===== src/sv/tctc_pkg.sv =====
// ----------------------------------------------------------------------------
// tctc_pkg
// Types, codes and constants of the tick compare and time converter.
// ----------------------------------------------------------------------------
package tctc_pkg;

  localparam int unsigned TICK_RATE_DEF = 1000;

  localparam logic [31:0] FREQ_RESET = 32'd10_000_000;
  localparam logic [29:0] NS_PER_SEC = 30'd1_000_000_000;

  localparam int unsigned DIV_W  = 64;
  localparam int unsigned DVR_W  = 32;
  localparam int unsigned STEP_W = 7;

  // dividends are left-aligned, so a short dividend takes only its own bit count
  localparam logic [STEP_W-1:0] RES_STEPS  = 7'd30;
  localparam logic [STEP_W-1:0] FULL_STEPS = 7'd64;

  localparam int unsigned OUT_DATA_W = 192;

  typedef enum logic [1:0] {
    OP_START = 2'd0,
    OP_IRQ   = 2'd1,
    OP_READ  = 2'd2
  } op_e;

  typedef enum logic [1:0] {
    STS_OK          = 2'd0,
    STS_NOT_STARTED = 2'd1,
    STS_ZERO_FREQ   = 2'd2
  } status_e;

  typedef enum logic [1:0] {
    DSRC_RES,
    DSRC_SEC,
    DSRC_NS
  } dsrc_e;

  typedef enum logic [3:0] {
    S_IDLE,
    S_RES_LOAD,
    S_RES_WAIT,
    S_DISPATCH,
    S_TICK_WAIT,
    S_SEC_WAIT,
    S_MUL,
    S_NS_LOAD,
    S_NS_WAIT,
    S_OUT
  } state_e;

  typedef struct packed {
    logic    capture;
    logic    div_load;
    dsrc_e   div_sel;
    logic    res_store;
    logic    tick_mul;
    logic    start_upd;
    logic    irq_upd;
    logic    sec_store;
    logic    mul;
    logic    ns_store;
    logic    set_status;
    status_e status;
    logic    out_load;
  } cmd_t;

  typedef struct packed {
    logic [1:0] opcode;
    logic       started;
    logic       freq_zero;
    logic       freq_res_ok;
    logic       div_done;
    logic       out_free;
  } sts_t;

endpackage


===== src/sv/tick_compare_and_time_converter.sv =====
// Periodic timer compare and time converter for a free-running 64-bit timebase
// counter. A start item (tuser 0) captures the counter as the base and splits
// the frequency into a tick interval and a remainder; an interrupt item
// (tuser 1) advances the compare value; a read item (tuser 2) turns counter
// minus base into seconds and nanoseconds. Every item gives one result beat.
// One item is in work at a time. The divisions by the frequency share one
// restoring divider that yields one quotient bit per cycle, and the split by
// the tick rate is a multiplication by its reciprocal. An item is taken, then
// the resolution is found on the divider (skipped when the frequency is zero or
// above 1 GHz); a start then splits the frequency, an interrupt advances the
// compare value, and a read divides for seconds, multiplies the remainder and
// divides for nanoseconds. A result waits while the output register is full;
// a new item is taken while the previous result still waits in that register.
// ----------------------------------------------------------------------------
// tick_compare_and_time_converter
// Top level: sequencer, datapath and stream ports.
// ----------------------------------------------------------------------------
module tick_compare_and_time_converter import tctc_pkg::*; #(
  parameter int unsigned TICK_RATE = TICK_RATE_DEF
) (
  input  logic                  clk_i,
  input  logic                  rst_ni,
  input  logic                  cfg_valid_i,
  output logic                  cfg_ready_o,
  input  logic [31:0]           cfg_data_i,     // timebase_freq
  input  logic                  s_axis_tvalid,
  output logic                  s_axis_tready,
  input  logic [63:0]           s_axis_tdata,   // raw_time
  input  logic [1:0]            s_axis_tuser,   // opcode
  output logic                  m_axis_tvalid,
  input  logic                  m_axis_tready,
  // compare_value [63:0], seconds [127:64], nanoseconds [157:128],
  // resolution_ns [187:158], zero fill [191:188]
  output logic [OUT_DATA_W-1:0] m_axis_tdata,
  output logic [1:0]            m_axis_tuser    // status
);

  cmd_t cmd;
  sts_t sts;

  assign cfg_ready_o = 1'b1;

  tctc_ctrl u_ctrl (
    .clk_i      (clk_i),
    .rst_ni     (rst_ni),
    .in_valid_i (s_axis_tvalid),
    .in_ready_o (s_axis_tready),
    .sts_i      (sts),
    .cmd_o      (cmd)
  );

  tctc_datapath #(
    .TICK_RATE (TICK_RATE)
  ) u_datapath (
    .clk_i       (clk_i),
    .rst_ni      (rst_ni),
    .cfg_valid_i (cfg_valid_i),
    .cfg_data_i  (cfg_data_i),
    .opcode_i    (s_axis_tuser),
    .raw_time_i  (s_axis_tdata),
    .cmd_i       (cmd),
    .sts_o       (sts),
    .out_ready_i (m_axis_tready),
    .out_valid_o (m_axis_tvalid),
    .out_data_o  (m_axis_tdata),
    .out_user_o  (m_axis_tuser)
  );

endmodule


===== src/sv/tctc_div.sv =====
// ----------------------------------------------------------------------------
// tctc_div
// Restoring divider, one quotient bit per cycle, left-aligned dividend.
// ----------------------------------------------------------------------------
module tctc_div import tctc_pkg::*; (
  input  logic              clk_i,
  input  logic              rst_ni,
  input  logic              load_i,
  input  logic [DIV_W-1:0]  dividend_i,
  input  logic [DVR_W-1:0]  divisor_i,
  input  logic [STEP_W-1:0] steps_i,
  output logic              done_o,
  output logic [DIV_W-1:0]  quot_o,
  output logic [DVR_W-1:0]  rem_o
);

  logic [STEP_W-1:0] cnt_q;
  logic [DIV_W-1:0]  q_q;
  logic [DVR_W-1:0]  r_q;
  logic [DVR_W-1:0]  d_q;
  logic [DVR_W:0]    r_sh;
  logic [DVR_W+1:0]  diff;

  assign r_sh = {r_q, q_q[DIV_W-1]};
  assign diff = {1'b0, r_sh} - {2'b00, d_q};

  always_ff @(posedge clk_i or negedge rst_ni) begin
    if (!rst_ni) begin
      cnt_q <= '0;
    end else if (load_i) begin
      cnt_q <= steps_i;
    end else if (cnt_q != '0) begin
      cnt_q <= cnt_q - 1'b1;
    end
  end

  always_ff @(posedge clk_i) begin
    if (load_i) begin
      q_q <= dividend_i;
      r_q <= '0;
      d_q <= divisor_i;
    end else if (cnt_q != '0) begin
      if (!diff[DVR_W+1]) begin
        r_q <= diff[DVR_W-1:0];
        q_q <= {q_q[DIV_W-2:0], 1'b1};
      end else begin
        r_q <= r_sh[DVR_W-1:0];
        q_q <= {q_q[DIV_W-2:0], 1'b0};
      end
    end
  end

  assign done_o = (cnt_q == '0);
  assign quot_o = q_q;
  assign rem_o  = r_q;

endmodule


===== src/sv/tctc_ctrl.sv =====
// ----------------------------------------------------------------------------
// tctc_ctrl
// Sequencer: steps one item through the shared divider and the update logic.
// ----------------------------------------------------------------------------
module tctc_ctrl import tctc_pkg::*; (
  input  logic clk_i,
  input  logic rst_ni,
  input  logic in_valid_i,
  output logic in_ready_o,
  input  sts_t sts_i,
  output cmd_t cmd_o
);

  state_e state_q, state_d;

  always_ff @(posedge clk_i or negedge rst_ni) begin
    if (!rst_ni) begin
      state_q <= S_IDLE;
    end else begin
      state_q <= state_d;
    end
  end

  assign in_ready_o = (state_q == S_IDLE);

  always_comb begin
    state_d = state_q;
    cmd_o   = '0;
    unique case (state_q)
      S_IDLE: begin
        if (in_valid_i) begin
          cmd_o.capture = 1'b1;
          state_d       = S_RES_LOAD;
        end
      end
      S_RES_LOAD: begin
        // resolution stays zero for a frequency of zero or above 1 GHz
        if (sts_i.freq_res_ok) begin
          cmd_o.div_load = 1'b1;
          cmd_o.div_sel  = DSRC_RES;
          state_d        = S_RES_WAIT;
        end else begin
          state_d = S_DISPATCH;
        end
      end
      S_RES_WAIT: begin
        if (sts_i.div_done) begin
          cmd_o.res_store = 1'b1;
          state_d         = S_DISPATCH;
        end
      end
      S_DISPATCH: begin
        state_d = S_OUT;
        unique case (sts_i.opcode)
          OP_START: begin
            if (sts_i.freq_zero) begin
              cmd_o.set_status = 1'b1;
              cmd_o.status     = STS_ZERO_FREQ;
            end else begin
              cmd_o.tick_mul = 1'b1;
              state_d        = S_TICK_WAIT;
            end
          end
          OP_IRQ: begin
            if (!sts_i.started) begin
              cmd_o.set_status = 1'b1;
              cmd_o.status     = STS_NOT_STARTED;
            end else begin
              cmd_o.irq_upd = 1'b1;
            end
          end
          OP_READ: begin
            priority if (!sts_i.started) begin
              cmd_o.set_status = 1'b1;
              cmd_o.status     = STS_NOT_STARTED;
            end else if (sts_i.freq_zero) begin
              cmd_o.set_status = 1'b1;
              cmd_o.status     = STS_ZERO_FREQ;
            end else begin
              cmd_o.div_load = 1'b1;
              cmd_o.div_sel  = DSRC_SEC;
              state_d        = S_SEC_WAIT;
            end
          end
          default: begin
            state_d = S_OUT;
          end
        endcase
      end
      S_TICK_WAIT: begin
        cmd_o.start_upd = 1'b1;
        state_d         = S_OUT;
      end
      S_SEC_WAIT: begin
        if (sts_i.div_done) begin
          cmd_o.sec_store = 1'b1;
          state_d         = S_MUL;
        end
      end
      S_MUL: begin
        cmd_o.mul = 1'b1;
        state_d   = S_NS_LOAD;
      end
      S_NS_LOAD: begin
        cmd_o.div_load = 1'b1;
        cmd_o.div_sel  = DSRC_NS;
        state_d        = S_NS_WAIT;
      end
      S_NS_WAIT: begin
        if (sts_i.div_done) begin
          cmd_o.ns_store = 1'b1;
          state_d        = S_OUT;
        end
      end
      S_OUT: begin
        if (sts_i.out_free) begin
          cmd_o.out_load = 1'b1;
          state_d        = S_IDLE;
        end
      end
      default: begin
        state_d = S_IDLE;
      end
    endcase
  end

endmodule


===== src/sv/tctc_datapath.sv =====
// ----------------------------------------------------------------------------
// tctc_datapath
// Frequency register, timer state, divider, multiplier and output register.
// ----------------------------------------------------------------------------
module tctc_datapath import tctc_pkg::*; #(
  parameter int unsigned TICK_RATE = TICK_RATE_DEF
) (
  input  logic                  clk_i,
  input  logic                  rst_ni,
  input  logic                  cfg_valid_i,
  input  logic [31:0]           cfg_data_i,
  input  logic [1:0]            opcode_i,
  input  logic [63:0]           raw_time_i,
  input  cmd_t                  cmd_i,
  output sts_t                  sts_o,
  input  logic                  out_ready_i,
  output logic                  out_valid_o,
  output logic [OUT_DATA_W-1:0] out_data_o,
  output logic [1:0]            out_user_o
);

  localparam int unsigned CNT_W = (TICK_RATE > 1) ? $clog2(TICK_RATE) : 1;
  localparam logic [CNT_W-1:0] CNT_LAST = CNT_W'(TICK_RATE - 1);
  localparam logic [DVR_W-1:0] RATE_DVR = DVR_W'(TICK_RATE);
  // reciprocal of the tick rate, rounded up, exact for any 32-bit frequency
  localparam int unsigned RATE_SHIFT = (TICK_RATE > 1) ? $clog2(TICK_RATE) : 0;
  localparam logic [32:0] RATE_RECIP =
    33'(((65'd1 << (32 + RATE_SHIFT)) + 65'(TICK_RATE - 1)) / 65'(TICK_RATE));

  logic [31:0]      freq_q;
  logic             started_q;
  logic [63:0]      time_base_q;
  logic [63:0]      next_compare_q;
  logic [31:0]      interval_q;
  logic [CNT_W-1:0] remainder_q;
  logic [CNT_W-1:0] tick_count_q;
  logic             out_valid_q;

  logic [1:0]       opcode_q;
  logic [63:0]      raw_q;
  logic [29:0]      res_q;
  logic [63:0]      secs_q;
  logic [29:0]      nsec_q;
  status_e          status_q;
  logic [61:0]      prod_q;
  logic [31:0]      tick_quot_q;
  logic [OUT_DATA_W-1:0] out_data_q;
  logic [1:0]       out_user_q;

  logic             div_done;
  logic [DIV_W-1:0] div_quot;
  logic [DVR_W-1:0] div_rem;
  logic [DIV_W-1:0] div_dividend;
  logic [DVR_W-1:0] div_divisor;
  logic [STEP_W-1:0] div_steps;

  logic [64:0]      tick_prod;
  logic [31:0]      tick_rem;
  logic             tick_wrap;
  logic [32:0]      irq_step;

  always_comb begin
    unique case (cmd_i.div_sel)
      DSRC_RES: begin
        div_dividend = {NS_PER_SEC, 34'd0};
        div_divisor  = freq_q;
        div_steps    = RES_STEPS;
      end
      DSRC_SEC: begin
        div_dividend = raw_q - time_base_q;
        div_divisor  = freq_q;
        div_steps    = FULL_STEPS;
      end
      DSRC_NS: begin
        div_dividend = {2'b00, prod_q};
        div_divisor  = freq_q;
        div_steps    = FULL_STEPS;
      end
      default: begin
        div_dividend = '0;
        div_divisor  = freq_q;
        div_steps    = FULL_STEPS;
      end
    endcase
  end

  tctc_div u_div (
    .clk_i      (clk_i),
    .rst_ni     (rst_ni),
    .load_i     (cmd_i.div_load),
    .dividend_i (div_dividend),
    .divisor_i  (div_divisor),
    .steps_i    (div_steps),
    .done_o     (div_done),
    .quot_o     (div_quot),
    .rem_o      (div_rem)
  );

  // split by the tick rate: the quotient is registered, then the remainder is formed from it
  assign tick_prod = {33'd0, freq_q} * {32'd0, RATE_RECIP};
  assign tick_rem  = freq_q - tick_quot_q * RATE_DVR;

  always_ff @(posedge clk_i) begin
    if (cmd_i.tick_mul) begin
      tick_quot_q <= 32'(tick_prod >> (32 + RATE_SHIFT));
    end
  end

  // remainder joins the interval once per TICK_RATE interrupts
  assign tick_wrap = (tick_count_q == CNT_LAST);
  assign irq_step  = {1'b0, interval_q}
                   + (tick_wrap ? 33'(remainder_q) : 33'd0);

  always_ff @(posedge clk_i or negedge rst_ni) begin
    if (!rst_ni) begin
      freq_q <= FREQ_RESET;
    end else if (cfg_valid_i) begin
      freq_q <= cfg_data_i;
    end
  end

  always_ff @(posedge clk_i or negedge rst_ni) begin
    if (!rst_ni) begin
      started_q      <= 1'b0;
      time_base_q    <= '0;
      next_compare_q <= '0;
      interval_q     <= '0;
      remainder_q    <= '0;
      tick_count_q   <= '0;
    end else if (cmd_i.start_upd) begin
      started_q      <= 1'b1;
      time_base_q    <= raw_q;
      next_compare_q <= raw_q + {32'd0, tick_quot_q};
      interval_q     <= tick_quot_q;
      remainder_q    <= tick_rem[CNT_W-1:0];
      tick_count_q   <= '0;
    end else if (cmd_i.irq_upd) begin
      next_compare_q <= next_compare_q + {31'd0, irq_step};
      tick_count_q   <= tick_wrap ? '0 : tick_count_q + 1'b1;
    end
  end

  always_ff @(posedge clk_i) begin
    if (cmd_i.capture) begin
      opcode_q <= opcode_i;
      raw_q    <= raw_time_i;
      res_q    <= '0;
      secs_q   <= '0;
      nsec_q   <= '0;
      status_q <= STS_OK;
    end else begin
      if (cmd_i.res_store) begin
        res_q <= div_quot[29:0];
      end
      if (cmd_i.sec_store) begin
        secs_q <= div_quot;
      end
      if (cmd_i.ns_store) begin
        nsec_q <= div_quot[29:0];
      end
      if (cmd_i.set_status) begin
        status_q <= cmd_i.status;
      end
    end
  end

  // remainder is below the frequency, so the product stays under 2^62
  always_ff @(posedge clk_i) begin
    if (cmd_i.mul) begin
      prod_q <= 62'(div_rem) * 62'(NS_PER_SEC);
    end
  end

  always_ff @(posedge clk_i or negedge rst_ni) begin
    if (!rst_ni) begin
      out_valid_q <= 1'b0;
    end else if (cmd_i.out_load) begin
      out_valid_q <= 1'b1;
    end else if (out_ready_i) begin
      out_valid_q <= 1'b0;
    end
  end

  always_ff @(posedge clk_i) begin
    if (cmd_i.out_load) begin
      out_data_q <= {4'd0, res_q, nsec_q, secs_q, next_compare_q};
      out_user_q <= status_q;
    end
  end

  assign sts_o.opcode      = opcode_q;
  assign sts_o.started     = started_q;
  assign sts_o.freq_zero   = (freq_q == '0);
  assign sts_o.freq_res_ok = (freq_q != '0) && (freq_q <= {2'b00, NS_PER_SEC});
  assign sts_o.div_done    = div_done;
  assign sts_o.out_free    = !out_valid_q || out_ready_i;

  assign out_valid_o = out_valid_q;
  assign out_data_o  = out_data_q;
  assign out_user_o  = out_user_q;

endmodule


===== config.mk =====
export PLATFORM = sky130hd
export DESIGN_NAME = tick_compare_and_time_converter
export DESIGN_NICKNAME = d
export VERILOG_FILES = /design/src/sv/tctc_pkg.sv /design/src/sv/tick_compare_and_time_converter.sv /design/src/sv/tctc_div.sv /design/src/sv/tctc_ctrl.sv /design/src/sv/tctc_datapath.sv
export SDC_FILE = /design/constraint.sdc
export NUM_CORES = 2
export LEC_CHECK = 0
export BUFFER_PORTS_ARGS = -buffer_cell sky130_fd_sc_hd__buf_2
export CAP_MARGIN = 10
export CORE_MARGIN = 4
export CORE_UTILIZATION = 35
export DETAILED_ROUTE_END_ITERATION = 8
export GPL_ROUTABILITY_DRIVEN = 1
export GPL_TIMING_DRIVEN = 1
export SYNTH_ARGS = -nofsm -noshare
export SYNTH_HDL_FRONTEND = slang
export SYNTH_SLANG_ARGS = --single-unit

===== constraint.sdc =====
create_clock -name clk_i -period 15.7 [get_ports clk_i]
set_clock_uncertainty 0.2 [all_clocks]
set_input_delay 1.57 -clock clk_i [delete_from_list [all_inputs] [get_ports clk_i]]
set_output_delay 1.57 -clock clk_i [all_outputs]
set_load 0.02 [all_outputs]

==> metrics.log <==
INFO  metric synth-compound-area-share = between 10% and 20%
INFO  metric grt_use_total = 20.4%
INFO  metric io-pin-count = 300
INFO  metric nets = roughly 8300
INFO  metric worst_ep_arrival_time = slightly below 9 ns
INFO  metric cts_root_buffer = sky130_fd_sc_hd__clkbuf_16
INFO  metric yosys_most_used_dff = sky130_fd_sc_hd__edfxtp_1
INFO  metric cell_occurring_most_often_along_the_worst_timing_path = sky130_fd_sc_hd__fa_1
INFO  metric layout.area.seq = ~0.021 mm^2
INFO  metric clk-insertion-delay-late = about 0.74 ns
INFO  metric fmaxAchievable = roughly 120 MHz
INFO  metric slowest_stage = sky130_fd_sc_hd__dfrtp_1
INFO  metric gp_congestion = ~0.95
INFO  metric cts_htree_levels = 3
INFO  metric muxShareOfSynthArea = less than 1%
INFO  metric timing_worst_setup_path_type = register to register
INFO  metric critPathRequiredTime = between 15 and 20 ns
INFO  metric syn_to_final_growth = 11.3%
INFO  metric ys_async_sr_fraction = approximately 27%
INFO  metric cts.repair_timing.setup_buffer_count = 0
INFO  metric dieHeight = 443 um
INFO  metric synth_top_cell_area_share = roughly a fifth
INFO  metric setup_viol = 0
INFO  metric drc = 0
INFO  metric synth.ff_latch_count = around 800
INFO  metric multi_input_comb_area = 0.0398 mm^2
INFO  metric critical_path_max_stage_delay = 0.73 ns
INFO  metric synthesis.area_per_instance = 10.2 um^2
INFO  metric synth_simple_gate_area_share = about 9.0%
INFO  metric final_max_slew_viol_count = 0
INFO  metric final_layout_size_suffix_gt1_share = under 10%
INFO  metric synth_area_leader_cell = sky130_fd_sc_hd__edfxtp_1
INFO  metric synth_area_leaders = sky130_fd_sc_hd__edfxtp_1, sky130_fd_sc_hd__fa_1, sky130_fd_sc_hd__ha_1
INFO  metric syn_inst = 6476
INFO  metric cts.sink_count = between 800 and 900
INFO  metric yosys.cell_types.count = approximately 110
INFO  metric tightest_slew = ~1.1 ns
INFO  metric timing.final.crit_share = ~55%
INFO  metric edff_count_synth = between 400 and 500
INFO  metric clkSlewWorstSetupHoldPaths = 0.06 ns
INFO  metric syn_area = approximately 0.066 mm^2
INFO  metric cts_tree = done
INFO  metric die-area = around 0.20 mm^2
INFO  metric drt_pre_antenna_iters = 6
INFO  metric rsz0062_at_grt = false
INFO  metric first_pass_grt_wire_length = about 310 mm
INFO  metric startpoint_type = register
INFO  metric worst_hold_path_type = register to register
INFO  metric fin_setup_tns = 0 ns
INFO  metric timing_hold_violations_final = 0
INFO  metric numCtsBuffers = 94
INFO  metric fp.coreArea = roughly 0.19 mm^2
INFO  metric grt_start_max_net_pins = about 200
INFO  metric cts.path.max_buffers = 3
INFO  metric synth-warning-count = 0
INFO  metric max_cap_check_violation_count = 0
INFO  metric synth-seq-area-share = between 30% and 40%
INFO  metric synth_xor_xnor_area_share = under 10%
INFO  metric via_per_inst = 5.07
INFO  metric io_buffer_count = between 200 and 300
INFO  metric largest_delay_share_family_worst_path = adder cells
INFO  metric start_util = between 30% and 40%
INFO  metric layout_min_cycle_time = 8.57 ns
INFO  metric synth_top_family_by_area = adder cells
INFO  metric die_width = 443 um
INFO  metric antenna_violations_before_repair = 4
INFO  metric first_iter_violations = roughly 2900
INFO  metric path_max_fanout = 12
INFO  metric placementRows = 159
INFO  metric synth_adder_area_share = 34.8%
INFO  metric globalRouteOverflowTotal = 0
INFO  metric dp.final_hpwl = 161 mm
INFO  metric totalWireLength = 200 mm
INFO  metric status = finished clean
INFO  metric antenna_left = 0
INFO  metric ctsResizeCount = 0
INFO  metric routedWlPerCell = 21.5 um
INFO  metric grt_pass1_vias = 48900
INFO  metric path_buf_inv = 5
INFO  metric slew_headroom = a little over a quarter
INFO  metric cts.hold.buffers_added = 0
INFO  metric vias = about 47000
INFO  metric fillCellCount = about 19000
INFO  metric critPathCaptureType = register
==> routing by layer <==
layer  vias up  GRT usage (%)  wire (um)
li1      22200              -          -
met4         0           9.41      10500
met2      1315           35.0      97200
met3       301           2.69       9390
met1     23400           25.4      82900
met5         -              0          0
==> worst register-to-register path, stage by stage (launching register included) <==
cell                        delay [ns]
sky130_fd_sc_hd__dfrtp_1          0.73
sky130_fd_sc_hd__inv_1            0.29
sky130_fd_sc_hd__ha_1             0.41
sky130_fd_sc_hd__fa_1             0.40
sky130_fd_sc_hd__fa_1             0.48
sky130_fd_sc_hd__inv_1            0.05
sky130_fd_sc_hd__fa_1             0.48
sky130_fd_sc_hd__inv_1            0.06
sky130_fd_sc_hd__fa_1             0.48
sky130_fd_sc_hd__fa_1             0.51
sky130_fd_sc_hd__fa_1             0.49
sky130_fd_sc_hd__inv_1            0.05
sky130_fd_sc_hd__fa_1             0.48
sky130_fd_sc_hd__inv_1            0.05
sky130_fd_sc_hd__ha_1             0.35
sky130_fd_sc_hd__a21o_1           0.21
sky130_fd_sc_hd__a21o_1           0.18
sky130_fd_sc_hd__a21o_1           0.17
sky130_fd_sc_hd__a221o_1          0.35
sky130_fd_sc_hd__a21oi_2          0.16
sky130_fd_sc_hd__o2111ai_1        0.47
sky130_fd_sc_hd__a22oi_1          0.50
sky130_fd_sc_hd__o21ai_1          0.15
sky130_fd_sc_hd__nor2_1           0.22
sky130_fd_sc_hd__o221ai_1         0.18
sky130_fd_sc_hd__a21o_1           0.22
==> through the flow <==
| stage | setup slack [ns] | cells | hold slack [ns] | cell area (um^2) | util [%] |
|---|---|---|---|---|---|
| CTS | 7.19 | 9302 | 0.224 | 73700 | 39.2 |
| finish | 7.13 | 9305 | 0.224 | 73700 | 39.2 |
| floorplan | 0.125 | 6479 | 0.208 | 66200 | - |
| detailed placement | 7.28 | 9124 | 0.216 | 70500 | 37.5 |
| global placement | 7.29 | 9124 | 0.213 | 70500 | 37.5 |
| global route | 6.76 | 9302 | 0.234 | 73700 | 39.2 |
==> cell type report <==
type	instances	area share, %
Sequential cell	802	29.1
Clock buffer	123	3.52
Clock inverter	55	0.840
Antenna cell	3	0.0102
Inverter	1159	5.90
Multi-Input combinational cell	4336	54.0
Tap cell	2495	4.24
Timing Repair Buffer	332	2.43
==> cell usage after synthesis (33+ instances only) <==
master                     instances
sky130_fd_sc_hd__a21oi_1         405
sky130_fd_sc_hd__xor2_1          140
sky130_fd_sc_hd__nor2b_1          40
sky130_fd_sc_hd__fa_1            619
sky130_fd_sc_hd__ha_1            850
sky130_fd_sc_hd__inv_1          1159
sky130_fd_sc_hd__clkbuf_1        149
sky130_fd_sc_hd__nand3_1          87
sky130_fd_sc_hd__edfxtp_1        428
sky130_fd_sc_hd__nor2_1          198
sky130_fd_sc_hd__a211oi_1         50
sky130_fd_sc_hd__o21a_1           36
sky130_fd_sc_hd__xnor2_1         157
sky130_fd_sc_hd__dfxtp_1         158
sky130_fd_sc_hd__nor3_1           65
sky130_fd_sc_hd__a21o_1          173
sky130_fd_sc_hd__nand2b_1         40
sky130_fd_sc_hd__dfrtp_1         208
sky130_fd_sc_hd__and3_1           53
sky130_fd_sc_hd__nand4_1          57
sky130_fd_sc_hd__nand2_1         644
sky130_fd_sc_hd__o21ai_0         293
sky130_fd_sc_hd__a22oi_1          33
==> placed cells by master, fill, tap and decap left out, drive strengths merged, types with 50 or more instances in the layout <==
master,instances
a211oi,50
a21o,173
a21oi,409
and3,54
buf,332
clkbuf,123
dfrtp,208
dfxtp,158
edfxtp,428
fa,619
ha,850
inv,1171
nand2,645
nand3,87
nand4,58
nor2,201
nor3,67
o21ai,319
xnor2,157
xor2,140
==> kinds of logic after synthesis <==
kind of cell,Yosys count
AO/OA/AOI/OAI,1235
multiplexers,36
XOR/XNOR,297
adder cells (fa/ha/maj),1469
AND/OR/NAND/NOR,1294
flip-flops,802
buffers and inverters,1341
other,2
==> registers in the layout (all words and copies together) (netlist names), 23 cells and up <==
register	count
u_datapath.out_data_o	188
u_datapath.next_compare_q	64
u_datapath.raw_q	64
u_datapath.secs_q	64
u_datapath.time_base_q	64
u_datapath.u_div.quot_o	64
u_datapath.prod_q	53
u_datapath.div_divisor	32
u_datapath.u_div.d_q	32
u_datapath.u_div.rem_o	32
u_datapath.nsec_q	30
u_datapath.res_q	30
u_datapath.interval_q	23
u_datapath.tick_quot_q	23
==> final timing paths <==
path	cells past startpoint	endpoint	startpoint	slack (ns)
setup / recovery	25	u_datapath.tick_quot_q[22]	u_datapath.div_divisor[17]	7.13
hold / removal	0	u_datapath.out_data_o[181]	u_datapath.res_q[23]	0.22
setup reg to reg	25	u_datapath.tick_quot_q[22]	u_datapath.div_divisor[17]	7.13
hold reg to reg	0	u_datapath.out_data_o[181]	u_datapath.res_q[23]	0.22
max in group asynchronous	2	u_datapath.time_base_q[50]	rst_ni	13.11
min in group asynchronous	1	u_datapath.next_compare_q[22]	rst_ni	0.64
Power is not shown: default switching activity piles up to over one toggle a cycle in this logic, so the estimate is an artifact.
